==> src/sv/boha_pkg.sv <==
// shared types, codes and reset constants for the badge occupancy hazard alarm
// no dependencies; used by every module of the block
package boha_pkg;

  localparam int IdW      = 40;
  localparam int TempW    = 8;
  localparam int HumW     = 8;
  localparam int AirW     = 12;
  localparam int NumSlots = 4;
  localparam int SlotW    = 2;
  localparam int OccW     = 3;
  localparam int CfgIdxW  = 3;
  localparam int CfgDataW = 40;
  localparam int InDataW  = 72;
  localparam int OutDataW = 32;

  // reset values of the limit registers
  localparam logic [TempW-1:0] TempLimitRst = 8'd45;
  localparam logic [HumW-1:0]  HumLimitRst  = 8'd85;
  localparam logic [AirW-1:0]  AirDangerRst = 12'd3200;
  localparam logic [AirW-1:0]  AirSafeRst   = 12'd2600;

  // configuration register indexes
  localparam logic [CfgIdxW-1:0] CfgSlot0     = 3'd0;
  localparam logic [CfgIdxW-1:0] CfgSlot1     = 3'd1;
  localparam logic [CfgIdxW-1:0] CfgSlot2     = 3'd2;
  localparam logic [CfgIdxW-1:0] CfgSlot3     = 3'd3;
  localparam logic [CfgIdxW-1:0] CfgTempLimit = 3'd4;
  localparam logic [CfgIdxW-1:0] CfgHumLimit  = 3'd5;
  localparam logic [CfgIdxW-1:0] CfgAirDanger = 3'd6;
  localparam logic [CfgIdxW-1:0] CfgAirSafe   = 3'd7;

  typedef enum logic [1:0] {
    ACT_BADGE   = 2'd0,
    ACT_CLIMATE = 2'd1,
    ACT_AIR     = 2'd2
  } action_t;

  typedef enum logic [1:0] {
    BADGE_NONE    = 2'd0,
    BADGE_ENTRY   = 2'd1,
    BADGE_EXIT    = 2'd2,
    BADGE_UNKNOWN = 2'd3
  } badge_res_t;

  typedef enum logic [1:0] {
    EVT_NONE    = 2'd0,
    EVT_RAISED  = 2'd1,
    EVT_CLEARED = 2'd2
  } alarm_evt_t;

  // result of the slot lookup
  typedef struct packed {
    logic             hit;
    logic [SlotW-1:0] slot;
  } match_t;

  typedef logic [NumSlots-1:0][IdW-1:0] slot_arr_t;

endpackage

==> src/sv/badge_occupancy_hazard_alarm.sv <==
// top level of the badge occupancy hazard alarm: input beat register, item
// evaluation, state and result register; depends on boha_pkg and boha_match
//
// usage
//   in_*   : one beat per item; in_tuser carries the action (badge scan,
//            climate reading, air sample), in_tdata the scan id and readings
//   out_*  : exactly one result beat per accepted item, in order
//   cfg_*  : plain register writes (badge slots and limits), taken at any
//            edge with cfg_we high; write only while the block is idle
// latency: an accepted beat lands in the input register, is evaluated in
//   the next cycle and is on out_* from the edge after acceptance
// throughput: one item per cycle; the state (presence flags, stored
//   climate, alarm flag) updates at the edge that loads the result
//   register, so the following item already sees it
// stall: while out_tvalid is high and out_tready low the result holds; the
//   input register still takes one more beat, after which in_tready drops
//   until the result beat leaves
// reset: synchronous active-low rst_n clears both valid flags, presence,
//   stored climate and alarm, and loads the limit reset values
module badge_occupancy_hazard_alarm (
  input  logic                          clk,
  input  logic                          rst_n,
  // input channel
  input  logic                          in_tvalid,
  output logic                          in_tready,
  // badge_id[39:0], temp_reading[47:40], hum_reading[55:48],
  // air_level[67:56], zero pad[71:68]
  input  logic [boha_pkg::InDataW-1:0]  in_tdata,
  // action[1:0]
  input  logic [1:0]                    in_tuser,
  // result channel
  output logic                          out_tvalid,
  input  logic                          out_tready,
  // badge_result[1:0], matched_slot[3:2], occupants[6:4],
  // alarm_event[8:7], alarm_active_out[9], temp_held[17:10],
  // hum_held[25:18], zero pad[31:26]
  output logic [boha_pkg::OutDataW-1:0] out_tdata,
  // item_kind[1:0]
  output logic [1:0]                    out_tuser,
  // configuration write port
  input  logic                          cfg_we,
  input  logic [boha_pkg::CfgIdxW-1:0]  cfg_index,
  input  logic [boha_pkg::CfgDataW-1:0] cfg_wdata
);

  // configuration registers
  boha_pkg::slot_arr_t           slots_r;
  logic [boha_pkg::TempW-1:0]    temp_limit_r;
  logic [boha_pkg::HumW-1:0]     hum_limit_r;
  logic [boha_pkg::AirW-1:0]     air_danger_r;
  logic [boha_pkg::AirW-1:0]     air_safe_r;

  // input stage
  logic                          s1_valid_r;
  logic [1:0]                    s1_act_r;
  logic [boha_pkg::IdW-1:0]      s1_id_r;
  logic [boha_pkg::TempW-1:0]    s1_temp_r;
  logic [boha_pkg::HumW-1:0]     s1_hum_r;
  logic [boha_pkg::AirW-1:0]     s1_air_r;

  // block state
  logic [boha_pkg::NumSlots-1:0] presence_r, presence_nxt;
  logic [boha_pkg::TempW-1:0]    temp_r, temp_nxt;
  logic [boha_pkg::HumW-1:0]     hum_r, hum_nxt;
  logic                          alarm_r, alarm_nxt;

  // result stage
  logic                          out_valid_r;
  logic [boha_pkg::OutDataW-1:0] out_data_r, out_data_nxt;
  logic [1:0]                    out_kind_r;

  boha_pkg::match_t              match;
  boha_pkg::badge_res_t          badge_res;
  boha_pkg::alarm_evt_t          alarm_evt;
  logic [boha_pkg::SlotW-1:0]    slot_out;
  logic [boha_pkg::OccW-1:0]     occ;
  logic                          danger;
  logic                          advance;
  logic                          in_fire;

  // move the input beat into the result register when that slot frees up
  assign advance   = s1_valid_r && (!out_valid_r || out_tready);
  assign in_tready = !s1_valid_r || advance;
  assign in_fire   = in_tvalid && in_tready;

  // configuration writes
  always_ff @(posedge clk) begin
    if (!rst_n) begin
      slots_r      <= '0;
      temp_limit_r <= boha_pkg::TempLimitRst;
      hum_limit_r  <= boha_pkg::HumLimitRst;
      air_danger_r <= boha_pkg::AirDangerRst;
      air_safe_r   <= boha_pkg::AirSafeRst;
    end else if (cfg_we) begin
      case (cfg_index)
        boha_pkg::CfgSlot0:     slots_r[0]   <= cfg_wdata[boha_pkg::IdW-1:0];
        boha_pkg::CfgSlot1:     slots_r[1]   <= cfg_wdata[boha_pkg::IdW-1:0];
        boha_pkg::CfgSlot2:     slots_r[2]   <= cfg_wdata[boha_pkg::IdW-1:0];
        boha_pkg::CfgSlot3:     slots_r[3]   <= cfg_wdata[boha_pkg::IdW-1:0];
        boha_pkg::CfgTempLimit: temp_limit_r <= cfg_wdata[boha_pkg::TempW-1:0];
        boha_pkg::CfgHumLimit:  hum_limit_r  <= cfg_wdata[boha_pkg::HumW-1:0];
        boha_pkg::CfgAirDanger: air_danger_r <= cfg_wdata[boha_pkg::AirW-1:0];
        boha_pkg::CfgAirSafe:   air_safe_r   <= cfg_wdata[boha_pkg::AirW-1:0];
        default: ;
      endcase
    end
  end

  // input register
  always_ff @(posedge clk) begin
    if (!rst_n) begin
      s1_valid_r <= 1'b0;
    end else if (in_fire) begin
      s1_valid_r <= 1'b1;
    end else if (advance) begin
      s1_valid_r <= 1'b0;
    end
  end

  always_ff @(posedge clk) begin
    if (in_fire) begin
      s1_act_r  <= in_tuser;
      s1_id_r   <= in_tdata[39:0];
      s1_temp_r <= in_tdata[47:40];
      s1_hum_r  <= in_tdata[55:48];
      s1_air_r  <= in_tdata[67:56];
    end
  end

  boha_match u_match (
    .id    (s1_id_r),
    .slots (slots_r),
    .match (match)
  );

  // danger uses occupancy before the item; air samples never change it
  assign danger = (|presence_r) &&
                  ((s1_air_r > air_danger_r) || (temp_r > temp_limit_r) ||
                   (hum_r > hum_limit_r));

  // evaluate one item against the current state
  always_comb begin
    presence_nxt = presence_r;
    temp_nxt     = temp_r;
    hum_nxt      = hum_r;
    alarm_nxt    = alarm_r;
    badge_res    = boha_pkg::BADGE_NONE;
    alarm_evt    = boha_pkg::EVT_NONE;
    slot_out     = '0;
    case (s1_act_r)
      boha_pkg::ACT_BADGE: begin
        if (match.hit) begin
          slot_out                 = match.slot;
          presence_nxt[match.slot] = !presence_r[match.slot];
          badge_res = presence_r[match.slot] ? boha_pkg::BADGE_EXIT
                                             : boha_pkg::BADGE_ENTRY;
        end else begin
          badge_res = boha_pkg::BADGE_UNKNOWN;
        end
      end
      boha_pkg::ACT_CLIMATE: begin
        // a zero in either reading is a failed sensor read
        if ((s1_temp_r != '0) && (s1_hum_r != '0)) begin
          temp_nxt = s1_temp_r;
          hum_nxt  = s1_hum_r;
        end
      end
      boha_pkg::ACT_AIR: begin
        if (danger) begin
          if (!alarm_r) begin
            alarm_nxt = 1'b1;
            alarm_evt = boha_pkg::EVT_RAISED;
          end
        end else if (alarm_r && (s1_air_r < air_safe_r)) begin
          alarm_nxt = 1'b0;
          alarm_evt = boha_pkg::EVT_CLEARED;
        end
      end
      default: ;  // unused action code: state untouched, no events
    endcase
  end

  // occupant count after the item
  always_comb begin
    occ = '0;
    for (int i = 0; i < boha_pkg::NumSlots; i++) begin
      occ = occ + boha_pkg::OccW'(presence_nxt[i]);
    end
  end

  assign out_data_nxt = {6'd0, hum_nxt, temp_nxt, alarm_nxt, alarm_evt, occ,
                         slot_out, badge_res};

  // state commits together with the result register
  always_ff @(posedge clk) begin
    if (!rst_n) begin
      presence_r <= '0;
      temp_r     <= '0;
      hum_r      <= '0;
      alarm_r    <= 1'b0;
    end else if (advance) begin
      presence_r <= presence_nxt;
      temp_r     <= temp_nxt;
      hum_r      <= hum_nxt;
      alarm_r    <= alarm_nxt;
    end
  end

  // result register
  always_ff @(posedge clk) begin
    if (!rst_n) begin
      out_valid_r <= 1'b0;
    end else if (advance) begin
      out_valid_r <= 1'b1;
    end else if (out_tready) begin
      out_valid_r <= 1'b0;
    end
  end

  always_ff @(posedge clk) begin
    if (advance) begin
      out_data_r <= out_data_nxt;
      out_kind_r <= s1_act_r;
    end
  end

  assign out_tvalid = out_valid_r;
  assign out_tdata  = out_data_r;
  assign out_tuser  = out_kind_r;

endmodule

==> src/sv/boha_match.sv <==
// badge slot lookup: four parallel id compares with slot zero taking priority
// depends on boha_pkg
module boha_match (
  input  logic [boha_pkg::IdW-1:0] id,
  input  boha_pkg::slot_arr_t      slots,
  output boha_pkg::match_t         match
);

  logic [boha_pkg::NumSlots-1:0] eq;

  always_comb begin
    for (int i = 0; i < boha_pkg::NumSlots; i++) begin
      eq[i] = (slots[i] == id);
    end
  end

  // lowest equal slot wins
  always_comb begin
    match.hit  = |eq;
    match.slot = '0;
    for (int i = boha_pkg::NumSlots - 1; i >= 0; i--) begin
      if (eq[i]) begin
        match.slot = boha_pkg::SlotW'(i);
      end
    end
  end

endmodule

==> config.mk <==
export PLATFORM = sky130hd
export DESIGN_NAME = badge_occupancy_hazard_alarm
export DESIGN_NICKNAME = d
export VERILOG_FILES = /design/src/sv/boha_pkg.sv /design/src/sv/badge_occupancy_hazard_alarm.sv /design/src/sv/boha_match.sv
export SDC_FILE = /design/constraint.sdc
export NUM_CORES = 1
export LEC_CHECK = 0
export ABC_AREA = 0
export BUFFER_PORTS_ARGS = -buffer_cell sky130_fd_sc_hd__buf_4
export CAP_MARGIN = 20
export CORE_MARGIN = 1.5
export CORE_UTILIZATION = 33
export CTS_CLUSTER_SIZE = 20
export DETAILED_ROUTE_END_ITERATION = 8
export PLACE_DENSITY = 0.48
export SYNTH_ARGS = -nofsm -noshare
export SYNTH_HDL_FRONTEND = slang
export SYNTH_SLANG_ARGS = --single-unit
==> constraint.sdc <==
create_clock -name clk -period 9.41 [get_ports clk]
set_input_delay 2.823 -clock clk [delete_from_list [all_inputs] [get_ports clk]]
set_output_delay 2.823 -clock clk [all_outputs]
set_load 0.02 [all_outputs]
* After elaboration in Yosys (flattened, before gate mapping)
Index checks and enable logic that the tools add are counted.
** Operators by class
- Add/subtract/negate cells :: 3
- Order comparisons :: 6
- Equality and inequality tests :: 13
- Muxes and demuxes :: 27
- Reductions and logical operators :: 30
** Operators with widths (number)
- 40-bit == test :: 4
- 8-bit two-way mux :: 4
- 2-bit AND reduction :: 9
- 8-bit greater-than comparator :: 2
- 2-bit two-way mux :: 8
- 8-bit nonzero test :: 2
- 3-bit == test (second input constant) :: 4
- 12-bit greater-than comparator :: 1
- 12-bit < comparator :: 1
- 1-bit two-way mux :: 10
- 4-bit two-way mux :: 2
- 4-bit OR reduction :: 2
- 3-bit by 2-bit == test with 1-bit output (second input constant) :: 2
- 1-bit logical AND :: 6
- 4-bit bitwise mux :: 1
- 1-bit logical OR :: 4
- 2-bit nonzero test :: 2
- 2-bit by 1-bit adder with 3-bit output :: 1
- 3-bit by 1-bit adder with 3-bit output :: 1
- 3-bit by 1-bit == test with 1-bit output (second input constant) :: 1
- 1-bit logical NOT :: 3
- 3-bit logical NOT :: 1
- 2-bit by 3-bit < comparator with 1-bit output (second input constant) :: 1
- 1-bit by 1-bit adder with 2-bit output :: 1
- other kinds (6) :: 6
** Storage, ports and cells
- Flip-flop bits (word level) :: 321
- Bits of input ports :: 122
- Output and inout bits :: 36
- Word-level logic and storage cells :: 103

* Longest topological paths before layout
- Word-level depth :: 15
- Mapped depth :: 11

* Hierarchy
A second synthesis with hierarchy kept.
** Second synthesis, totals
- Cells, all modules :: 1495
- Area, all modules :: 14639.0 µm²
** Modules (own cells, without submodules)
- badge_occupancy_hazard_alarm :: instances 1, cells each 1277, area an instance 12843.6 µm²
- boha_match :: instances 1, cells each 218, area an instance 1795.5 µm²

* Worst setup path before layout
OpenSTA, ideal clock, no wires.
- Path kind :: input to output
- Start point :: input out_tready
- End point :: output in_tready
- Data arrival time :: 3175 ps
- Data required time :: 6587 ps
- Path slack :: 3412 ps
- Stages on the path :: 2
- Cell sequence :: nor2b_1 nand2_1
** Between the ends
- Word-level cells in the longest chain between the ends :: 3
** Ends and longest elaborated chain
- start: declaration :: line badge_occupancy_hazard_alarm.sv:33 : input logic out_tready,
- 1-bit logical OR :: line badge_occupancy_hazard_alarm.sv:82 : assign advance = s1_valid_r && (!out_valid_r || out_tready);
- 1-bit logical AND :: line badge_occupancy_hazard_alarm.sv:82
- 1-bit logical OR :: line badge_occupancy_hazard_alarm.sv:83 : assign in_tready = !s1_valid_r || advance;
- end: declaration :: line badge_occupancy_hazard_alarm.sv:25 : output logic in_tready,
Every way passes these cells.

* Final worst setup path
Same ends and word-level chain as after synthesis.

==> flow_metrics.env <==
export IMPL_routabilityCongestion=0.813
export IMPL_cpMaxStageDelayCell="nor2b_1"
export IMPL_synth_warnings=0
export IMPL_layout_nets=1772
export IMPL_crit_buf_inv=2
export IMPL_start_util=0.335
export IMPL_fin_tns_setup_ns=0
export IMPL_post_cts_buffers=0
export IMPL_cp_data_required_time_ns=6.59
export IMPL_cts_path_max_buffers=3
export IMPL_slew_headroom=0.297
export IMPL_io_pins=158
export IMPL_syn_to_final_growth_pct=19.2
export IMPL_grt_util_all_layers=0.193
export IMPL_die_y_um=210
export IMPL_path_delay_family="simple AND/OR/NAND/NOR gates"
export IMPL_synth_mux_area_fraction=0.0249
export IMPL_synth_top_area_cell="dfxtp_1"
export IMPL_timing_hold_worst_class="flop to flop"
export IMPL_p_leak_nw=6.17
export IMPL_postSynthCellCount=1505
export IMPL_cp_max_fo=4
export IMPL_synth_top_area_frac=0.317
export IMPL_hpwl_um=28400
export IMPL_grt_first_pass_wirelength_um=63100
export IMPL_rows=75
export IMPL_synthArstFlopShare=0
export IMPL_overflow=0
export IMPL_status="complete, no violations"
export IMPL_grt_max_degree=97
export IMPL_path_cells="buf_4 -> nor2b_1 -> nand2_1 -> buf_4"
export IMPL_antenna_found_initial=0
export IMPL_peakVddDrop_uv=117
export IMPL_avgSynthCellArea_um2=9.36
export IMPL_whs_path_depth=2
export IMPL_antenna_left=0
export IMPL_synth_top_cells_by_area="dfxtp_1, edfxtp_1, nand2_1, a21oi_1, xnor2_1"
export IMPL_min_period_ns=6.25
export IMPL_rsz0062_at_grt="no"
export IMPL_antenna_cells=0
export IMPL_endpoint_kind="output port"
export IMPL_min_period_over_period=0.664
export IMPL_grt_pass1_vias=10108
export IMPL_clock_fmax_mhz=160
export IMPL_yosys_area_share_xor_xnor=0.0995
export IMPL_dr_pass1_iters=5
export IMPL_dieArea_mm2=0.0439
export IMPL_start_kind="input port"
export IMPL_placed_cells=2106
export IMPL_viasPerCell=4.83
export IMPL_worst_slew_pin_slew_ns=1.05
export IMPL_clk_latency_ns=0.55
export IMPL_max_stage_delay_ns=0.21
export IMPL_synth_ff_type="dfxtp_1"
export IMPL_fp_dieW_um=210
export IMPL_clock_sinks=321
export IMPL_routed_wl_um=42300
export IMPL_coreArea_mm2=0.0420
export IMPL_cp_common_cell="buf_4"
export IMPL_drv_cap=0
export IMPL_finalPower_w=0.00322
export IMPL_fin_skew_ns=0.0181
export IMPL_synth_top_family_by_area="simple AND/OR/NAND/NOR gates"
export IMPL_crit_cells=4
export IMPL_cts_tree="done"
export IMPL_drive_gt1_frac=0.154
export IMPL_final_max_slew_viol_count=0
export IMPL_p_per_area_mw_per_mm2=192
export IMPL_root_buffer="clkbuf_16"
export IMPL_port_buffers=147
export IMPL_whs_ns=0.454
export IMPL_crit_type="input port to output port"
export IMPL_post_drt_wl_per_cell_um=19.4
export IMPL_worstRegToRegCells=10
export IMPL_htreeDepth=2
export IMPL_drc=0
export IMPL_syn_area_mm2=0.0141
export IMPL_cts_resized=0
export IMPL_synth_fa_ha_area_frac=0.0379
export IMPL_instances_no_fill=2176
export IMPL_ys_seq_area_frac=0.526
export IMPL_clk_transition_reported_paths_ns=0.05
export IMPL_arrival_ns=3.42
export IMPL_drt_iter0_markers=644
export IMPL_ctsHoldBuffers=0
export IMPL_synth_compound_area_frac=0.101
export IMPL_synth_distinct_cells=55
export IMPL_yosys_register_bits=321
export IMPL_synth_simple_area_share=0.166
export IMPL_cts_buffers=38
export IMPL_synth_edf_count=98
export IMPL_setup_viol=0
export IMPL_vias=10520
export IMPL_finalHoldViolations=0
[layout by cell type (no fill, tap or decap), types with 41 or more instances in the layout]
master and count:
xnor2_1 104, inv_1 45, a21oi_1 198, clkbuf_16 41
dfxtp_1 223, xor2_1 56, ha_1 41, edfxtp_1 98
nand2_1 401, buf_4 157
[cell type report]
class / count / area [µm²]
inverters: 47 / 181
multi-input cells: 1040 / 6090
clock inverters: 17 / 123
repair buffers: 160 / 1220
well taps: 539 / 674
clock buffers: 52 / 1100
flip-flops and latches: 321 / 7410
fillers: 4204 / 25200
[cell families after synthesis]
kind of cell	after synthesis
and+or+nand+nor	542
DFF	321
AOI/OAI and AO/OA	257
xor gates and xnor gates	160
buffers and inverters	149
adders and majority gates	42
muxes	33
other	1
[power breakdown]
group	internal, W	leakage (nW)	total, W	switching, W
clock	0.000850	0.612	0.00145	0.000600
combinational	0.000104	2.80	0.000255	0.000151
sequential	0.00148	2.76	0.00152	0.0000423
total	0.00243	6.17	0.00322	0.000793
[worst min-delay path, delay by kind of cell (launching register included)]
family	cells	cell delay [ns]
AO/OA/AOI/OAI	1	0.05
flip-flops	1	0.30
AND/OR/NAND/NOR	1	0.05
[per-stage QoR]
stage | utilization | setup slack, ns | instance area [µm²]
floorplan | - | 3.41 | 14100
global placement | 0.369 | 3.18 | 15500
detailed placement | 0.370 | 3.17 | 15600
CTS | 0.399 | 3.17 | 16800
global route | 0.399 | 3.12 | 16800
finish | 0.399 | 3.16 | 16800
[cells in the mapped netlist, types with 7 or more instances]
library cell,count
clkbuf_1,78
mux2_2,16
a21oi_1,198
xnor2_1,104
nor2b_1,7
nand3_1,9
ha_1,41
mux2i_1,17
inv_1,45
dfxtp_1,223
nand2_1,401
o211ai_1,15
o21ai_0,11
nand2b_1,7
clkbuf_2,8
edfxtp_1,98
nand4_1,36
a21o_1,9
nor2_1,34
xor2_1,56
nor4_1,25
[flip-flops by register name, summed over array words and instances, names as in the netlist]
register and count:
out_tuser 2, temp_limit_r 8, out_tvalid 1, s1_hum_r 8
out_tdata 26, hum_limit_r 8, temp_r 8, air_danger_r 12
air_safe_r 12, alarm_r 1, s1_act_r 2, s1_id_r 40
hum_r 8, s1_air_r 12, slots_r 160, s1_temp_r 8
presence_r 4, s1_valid_r 1
[final timing paths]
check	from	to	slack [ns]
setup reg to reg	s1_id_r[27]	out_tdata[5]	4.97
hold / removal	air_safe_r[7]	air_safe_r[7]	0.45
setup / recovery	out_tready	in_tready	3.16
hold reg to reg	air_safe_r[7]	air_safe_r[7]	0.45
[per-layer routing]
layer	vias up	part of all wire	wire, µm	GRT usage
met1	4964	0.46	19500	0.262
met3	46	0.048	2030	0.0298
met2	250	0.47	20000	0.320
li1	5260	-	-	-
met4	0	0.018	740	0.0523
met5	-	0	0	0
Power figures use the tool's default switching activity.
